==> src/hdl/bbc_pkg.sv <==
// Package for the bracket balance checker.
// Holds the character codes that the scanner recognises and the result record type.
// No dependencies.
`timescale 1ns / 1ps

package bbc_pkg;

    localparam int unsigned OUT_BITS = 16;

    localparam logic [7:0] CH_BACKSLASH   = 8'h5C;
    localparam logic [7:0] CH_QUOTE       = 8'h22;
    localparam logic [7:0] CH_OPEN_PAREN  = 8'h28;
    localparam logic [7:0] CH_CLOSE_PAREN = 8'h29;
    localparam logic [7:0] CH_OPEN_SQUARE = 8'h5B;
    localparam logic [7:0] CH_CLOSE_SQUARE = 8'h5D;
    localparam logic [7:0] CH_OPEN_CURLY  = 8'h7B;
    localparam logic [7:0] CH_CLOSE_CURLY = 8'h7D;

    typedef struct packed {
        logic                balanced;
        logic                mismatch_found;
        logic [OUT_BITS-1:0] mismatch_pos;
        logic [OUT_BITS-1:0] paren_level;
        logic [OUT_BITS-1:0] square_level;
        logic [OUT_BITS-1:0] curly_level;
        logic                string_open;
    } bbc_result_t;

endpackage

==> src/hdl/bbc_scan.sv <==
// Scanner state for the bracket balance checker: string tracking, depth counters,
// byte index and first mismatch, with the end-of-text result formed from them.
// Depends on bbc_pkg.
`timescale 1ns / 1ps

module bbc_scan #(
    parameter int unsigned COUNT_BITS = 16
) (
    input  logic                aclk,
    input  logic                aresetn,
    input  logic                step,
    input  logic [7:0]          char_code,
    input  logic                last_char,
    output bbc_pkg::bbc_result_t result
);

    localparam int unsigned           OUT_W    = bbc_pkg::OUT_BITS;
    localparam logic [COUNT_BITS-1:0] CNT_MAX  = {COUNT_BITS{1'b1}};
    localparam logic [COUNT_BITS-1:0] CNT_ZERO = '0;
    localparam logic [COUNT_BITS-1:0] CNT_ONE  = COUNT_BITS'(1);

    logic                  in_str_reg, in_str_next;
    logic                  esc_reg, esc_next;
    logic [COUNT_BITS-1:0] paren_reg, paren_next;
    logic [COUNT_BITS-1:0] square_reg, square_next;
    logic [COUNT_BITS-1:0] curly_reg, curly_next;
    logic [COUNT_BITS-1:0] index_reg, index_next;
    logic                  mis_reg, mis_next;
    logic [COUNT_BITS-1:0] mis_idx_reg, mis_idx_next;

    always_comb begin
        in_str_next  = in_str_reg;
        esc_next     = esc_reg;
        paren_next   = paren_reg;
        square_next  = square_reg;
        curly_next   = curly_reg;
        mis_next     = mis_reg;
        mis_idx_next = mis_idx_reg;

        if (!mis_reg) begin
            if (in_str_reg) begin
                if (esc_reg) begin
                    esc_next = 1'b0;
                end else if (char_code == bbc_pkg::CH_BACKSLASH) begin
                    esc_next = 1'b1;
                end else if (char_code == bbc_pkg::CH_QUOTE) begin
                    in_str_next = 1'b0;
                end
            end else begin
                case (char_code)
                    bbc_pkg::CH_QUOTE: begin
                        in_str_next = 1'b1;
                        esc_next    = 1'b0;
                    end
                    bbc_pkg::CH_OPEN_PAREN: begin
                        paren_next = (paren_reg == CNT_MAX) ? paren_reg : paren_reg + CNT_ONE;
                    end
                    bbc_pkg::CH_OPEN_SQUARE: begin
                        square_next = (square_reg == CNT_MAX) ? square_reg :
                                                                square_reg + CNT_ONE;
                    end
                    bbc_pkg::CH_OPEN_CURLY: begin
                        curly_next = (curly_reg == CNT_MAX) ? curly_reg : curly_reg + CNT_ONE;
                    end
                    bbc_pkg::CH_CLOSE_PAREN: begin
                        if (paren_reg == CNT_ZERO) begin
                            mis_next     = 1'b1;
                            mis_idx_next = index_reg;
                        end else begin
                            paren_next = paren_reg - CNT_ONE;
                        end
                    end
                    bbc_pkg::CH_CLOSE_SQUARE: begin
                        if (square_reg == CNT_ZERO) begin
                            mis_next     = 1'b1;
                            mis_idx_next = index_reg;
                        end else begin
                            square_next = square_reg - CNT_ONE;
                        end
                    end
                    bbc_pkg::CH_CLOSE_CURLY: begin
                        if (curly_reg == CNT_ZERO) begin
                            mis_next     = 1'b1;
                            mis_idx_next = index_reg;
                        end else begin
                            curly_next = curly_reg - CNT_ONE;
                        end
                    end
                    default: begin
                    end
                endcase
            end
        end

        index_next = (index_reg == CNT_MAX) ? index_reg : index_reg + CNT_ONE;

        result.balanced       = !mis_next && (paren_next == CNT_ZERO) &&
                                (square_next == CNT_ZERO) && (curly_next == CNT_ZERO) &&
                                !in_str_next;
        result.mismatch_found = mis_next;
        result.mismatch_pos   = mis_next ? OUT_W'(mis_idx_next) : '0;
        result.paren_level    = OUT_W'(paren_next);
        result.square_level   = OUT_W'(square_next);
        result.curly_level    = OUT_W'(curly_next);
        result.string_open    = in_str_next;
    end

    always_ff @(posedge aclk) begin
        if (!aresetn || (step && last_char)) begin
            in_str_reg  <= 1'b0;
            esc_reg     <= 1'b0;
            paren_reg   <= '0;
            square_reg  <= '0;
            curly_reg   <= '0;
            index_reg   <= '0;
            mis_reg     <= 1'b0;
            mis_idx_reg <= '0;
        end else if (step) begin
            in_str_reg  <= in_str_next;
            esc_reg     <= esc_next;
            paren_reg   <= paren_next;
            square_reg  <= square_next;
            curly_reg   <= curly_next;
            index_reg   <= index_next;
            mis_reg     <= mis_next;
            mis_idx_reg <= mis_idx_next;
        end
    end

endmodule

==> src/hdl/bracket_balance_checker_unit.sv <==
// Top level of the bracket balance checker: input register, scanner and result register.
// Depends on bbc_pkg and bbc_scan.
//
// Channel  Direction  Transfer carries
// s_       in         one byte of text in s_tdata, s_tlast on the final byte
// m_       out        one result per text, sent after the final byte
//
// One byte is taken per cycle unless a last byte waits for a stalled result; the scanner
// registers its counters on each byte taken. The result of a text is loaded into the
// output register as its last byte leaves the input register, provided the output register is free.
// Reset clears the scanner and both valid flags, so no partial text survives it.
// A stalled result only blocks the input when a further last byte is waiting for it.
`timescale 1ns / 1ps

module bracket_balance_checker_unit #(
    parameter int unsigned COUNT_BITS = 16
) (
    input  logic        aclk,
    input  logic        aresetn,
    input  logic        s_tvalid,
    output logic        s_tready,
    input  logic [7:0]  s_tdata,   // [7:0] char_code
    input  logic        s_tlast,
    output logic        m_tvalid,
    input  logic        m_tready,
    output logic [71:0] m_tdata    // [0] balanced, [1] mismatch_found, [17:2] mismatch_pos,
                                   // [33:18] paren_level, [49:34] square_level,
                                   // [65:50] curly_level, [66] string_open, [71:67] zero
);

    logic                 in_valid_reg;
    logic [7:0]           in_char_reg;
    logic                 in_last_reg;
    logic                 out_valid_reg;
    bbc_pkg::bbc_result_t out_reg;
    bbc_pkg::bbc_result_t scan_result;
    logic                 out_free;
    logic                 consume;

    assign out_free = !out_valid_reg || m_tready;
    assign consume  = in_valid_reg && (!in_last_reg || out_free);
    assign s_tready = !in_valid_reg || consume;

    bbc_scan #(
        .COUNT_BITS(COUNT_BITS)
    ) u_scan (
        .aclk      (aclk),
        .aresetn   (aresetn),
        .step      (consume),
        .char_code (in_char_reg),
        .last_char (in_last_reg),
        .result    (scan_result)
    );

    always_ff @(posedge aclk) begin
        if (!aresetn) begin
            in_valid_reg  <= 1'b0;
            out_valid_reg <= 1'b0;
        end else begin
            if (s_tready) begin
                in_valid_reg <= s_tvalid;
            end
            if (consume && in_last_reg) begin
                out_valid_reg <= 1'b1;
            end else if (m_tready) begin
                out_valid_reg <= 1'b0;
            end
        end
    end

    always_ff @(posedge aclk) begin
        if (s_tready && s_tvalid) begin
            in_char_reg <= s_tdata;
            in_last_reg <= s_tlast;
        end
        if (consume && in_last_reg) begin
            out_reg <= scan_result;
        end
    end

    assign m_tvalid = out_valid_reg;
    assign m_tdata  = {5'b00000,
                       out_reg.string_open,
                       out_reg.curly_level,
                       out_reg.square_level,
                       out_reg.paren_level,
                       out_reg.mismatch_pos,
                       out_reg.mismatch_found,
                       out_reg.balanced};

endmodule
==> config.mk <==
export PLATFORM = sky130hd
export DESIGN_NAME = bracket_balance_checker_unit
export DESIGN_NICKNAME = d
export VERILOG_FILES = /design/src/hdl/bbc_pkg.sv /design/src/hdl/bbc_scan.sv /design/src/hdl/bracket_balance_checker_unit.sv
export SDC_FILE = /design/constraint.sdc
export NUM_CORES = 1
export LEC_CHECK = 0
export BUFFER_PORTS_ARGS = -buffer_cell sky130_fd_sc_hd__clkbuf_2
export CORE_UTILIZATION = 40
export DETAILED_ROUTE_END_ITERATION = 12
export HOLD_SLACK_MARGIN = 0.12
export PLACE_DENSITY_LB_ADDON = 0.2
export RECOVER_POWER = 25
export SLEW_MARGIN = 20
export SYNTH_ARGS = -nofsm -noshare
export SYNTH_HDL_FRONTEND = slang
export SYNTH_SLANG_ARGS = --single-unit
==> constraint.sdc <==
create_clock -name aclk -period 3.1 [get_ports aclk]
set_input_delay 0.155 -clock aclk [delete_from_list [all_inputs] [get_ports aclk]]
set_output_delay 0.155 -clock aclk [all_outputs]
set_load 0.01 [all_outputs]
==> impl_metrics.py <==
metrics = {
    "run_status": {
        "status": "completed",
    },
    "hold_path": {
        "hold_path_depth": 2,
        "hold_path.class": "in2reg",
    },
    "sta": {
        "final.setup_skew_ns": 0.0192,
        "relSlewSlack_pct": 37.0,
        "hold_viol": 0,
        "period_needed_ns": 2.94,
        "fin_crit_sh_pct": 94.9,
        "finalSetupViolations": 0,
        "worstMarginPinSlew_ns": 0.942,
        "fmax_mhz": 340,
        "maxSlewViolCount": 0,
    },
    "cells_and_area": {
        "multi_input_area_sq_mm": 0.00494,
        "layout.nets": 1252,
        "largest_register_ffs": 67,
        "num_antenna_cells": 0,
        "stdcell_area_sq_mm": 0.0114,
        "final_cells": 1555,
        "n_fill_cell": 2197,
        "final-seq-area_sq_mm": 0.00399,
        "drive_above_1_share_pct": 18.8,
        "area.growth.synth_to_final_pct": 22.2,
    },
    "route": {
        "drc": 0,
        "antenna_left": 0,
        "drt_iter0_drc": 828,
        "finalWirelength_um": 30400,
        "viasPerCell": 5.83,
        "drt_first_pass_iters": 5,
        "post_drt_wl_per_cell_um": 19.6,
        "vias": 9067,
    },
    "logic_synthesis": {
        "synth.area.top_cells": "edfxtp_1 24%, dfxtp_1 18%, nand2_1 5.4%",
        "yosysTopAreaCell": "edfxtp_1",
        "ys_seq_elements": 161,
        "yosys_warnings": 0,
        "yosys.cell_types.count": 89,
        "synth_area_sq_mm": 0.00935,
        "synth_top_area_share_pct": 24.4,
        "ys.flop_type": "dfxtp_1",
        "ys_seq_area_share_pct": 42.6,
        "netlist_top_cells_count": "135 x nand2_1, 119 x nor2_1, 85 x dfxtp_1",
        "synth_edf_count": 76,
        "synth-async-reset-ratio_pct": 0,
        "syn_inst": 1082,
        "synth_most_common_cell": "nand2_1",
        "synth.avg_cell_area_sq_um": 8.64,
    },
    "clock_network": {
        "cts_sinks": 161,
        "clkLatencyLatePin_ns": 0.45,
        "cts_buffers": 17,
        "clkTransAtPathRegs_ns": 0.08,
        "cts_tree": "done",
        "root_buffer": "clkbuf_16",
        "htreeDepth": 4,
        "ctsLongestPathBuffers": 2,
    },
    "setup_path": {
        "slowest_delay_ns": 0.59,
        "end_kind": "flop",
        "crit_type": "reg2reg",
        "reg2reg_depth": 10,
        "cp.required_ns": 3.37,
        "cp_max_fo": 10,
        "cp-start-kind": "flop",
        "cp.buffers_inverters": 2,
        "cp.arrival_ns": 3.21,
        "path_cells": "nand4_2 -> buf_4 -> nor4_4 -> buf_4 -> nor4_1 -> o21a_1 -> o21a_1 -> nor4_2 -> nand4_1 -> nor4_2",
        "critical_path.top_delay_family": "simple AND/OR/NAND/NOR gates",
        "cp.depth": 10,
        "critPathSlowestCell": "dfxtp_1",
    },
    "floorplan": {
        "die-area_sq_mm": 0.0240,
        "die_w_um": 155,
        "start_util_pct": 41.1,
        "coreArea_sq_mm": 0.0228,
        "io_pins": 87,
        "rows": 55,
        "die_h_um": 155,
    },
    "power_and_ir_drop": {
        "power_density_mw_per_mm2": 464,
        "leakage_nw": 4.08,
        "peakVddDrop_uv": 309,
    },
    "run": {
        "maxCapViolCount": 0,
    },
    "placement": {
        "hpwl_um": 21500,
        "portBuffers": 81,
        "place_congestion": 0.972,
        "place_inst": 1505,
        "dpl_cell_area_sq_mm": 0.0106,
    },
    "global_routing": {
        "grt-ovfl-total": 0,
        "grt_pass1_vias": 8478,
        "grt_max_degree": 56,
        "grt_pass1_wl_um": 47900,
        "grt_usage_pct": 25.8,
        "grt_antenna_before_repair": 0,
    },
}
==> cell families (layout without fill, tap and decap cells) <==
kind of cell | Yosys count | after routing | share of synthesized area (%)
buf+inv | 123 | 279 | 5.81
mux | 10 | 10 | 1.10
xor+xnor | 29 | 29 | 2.72
flops | 161 | 161 | 42.6
simple gates | 518 | 518 | 29.5
fa+ha+maj | 10 | 10 | 1.34
compound gates | 230 | 230 | 16.9
other cells | 1 | 5 | 0.0401
==> metal layers <==
layer / vias up / GRT usage [%] / wire length [um]
li1: 4314 / - / -
met1: 4317 / 34.8 / 13600
met2: 355 / 41.3 / 14000
met3: 81 / 3.96 / 1800
met4: 0 / 10.9 / 1080
met5: - / 0 / 0
==> final timing paths <==
| path | startpoint | end | slack (ns) |
|---|---|---|---|
| max | u_scan.square_reg[5] | m_tdata[0] | 0.16 |
| min | s_tlast | in_last_reg | 0.43 |
| min reg2reg | u_scan.mis_idx_reg[6] | u_scan.mis_idx_reg[6] | 0.46 |
| max reg2reg | u_scan.square_reg[5] | m_tdata[0] | 0.16 |
==> area by class of cell <==
class | instances | share of cell area (%)
multi-input combinational | 802 | 43.2
sequential | 161 | 34.9
timing repair buffer | 212 | 11.8
clock buffer | 18 | 3.94
tap | 313 | 3.43
clock inverter | 14 | 1.55
inverter | 35 | 1.15
==> placed cells by master, fill, tap and decap left out, drive strengths merged, types with 7 or more instances in the layout <==
cell type	n
o21ai	32
or3	12
nand3	36
clkbuf	99
and3	10
or4	12
nor2	121
clkinv	8
inv	41
nor3	50
dlygate4sd3	13
a31oi	15
mux2i	8
o21a	8
buf	118
nor4	43
a211oi	23
or2	11
and4	9
a21oi	74
xnor2	20
o211ai	11
nor4b	7
edfxtp	76
xor2	9
ha	10
nand2	135
nand4	34
dfxtp	85
==> what timing repair did <==
action                                 4_1_cts  5_1_grt
pin swaps                                    2        6
gates resized for setup                      2       25
endpoints found under the hold margin       11        0
setup endpoints to repair                    1        1
hold buffers                                13        0
buffers inserted                             3        2
==> report_power, final <==
part / internal, mW / switching, mW
logic: 0.295 / 0.424
registers: 2.28 / 0.0803
clock network: 1.14 / 1.08
==> per-stage QoR <==
step	utilization, %	hold WS [ns]	setup TNS [ns]	power (mW)	setup slack [ns]
finish	50.2	0.430	0	5.30	0.157
global route	50.2	0.415	-0.0188	5.48	-0.0188
CTS	50.1	0.412	0	5.30	0.0369
detailed placement	46.6	0.336	-0.127	3.07	-0.127
global placement	46.6	0.333	-0.158	3.08	-0.158
floorplan	-	0.254	0	2.83	0.356
Note: power is estimated with default switching activity, not from simulation.
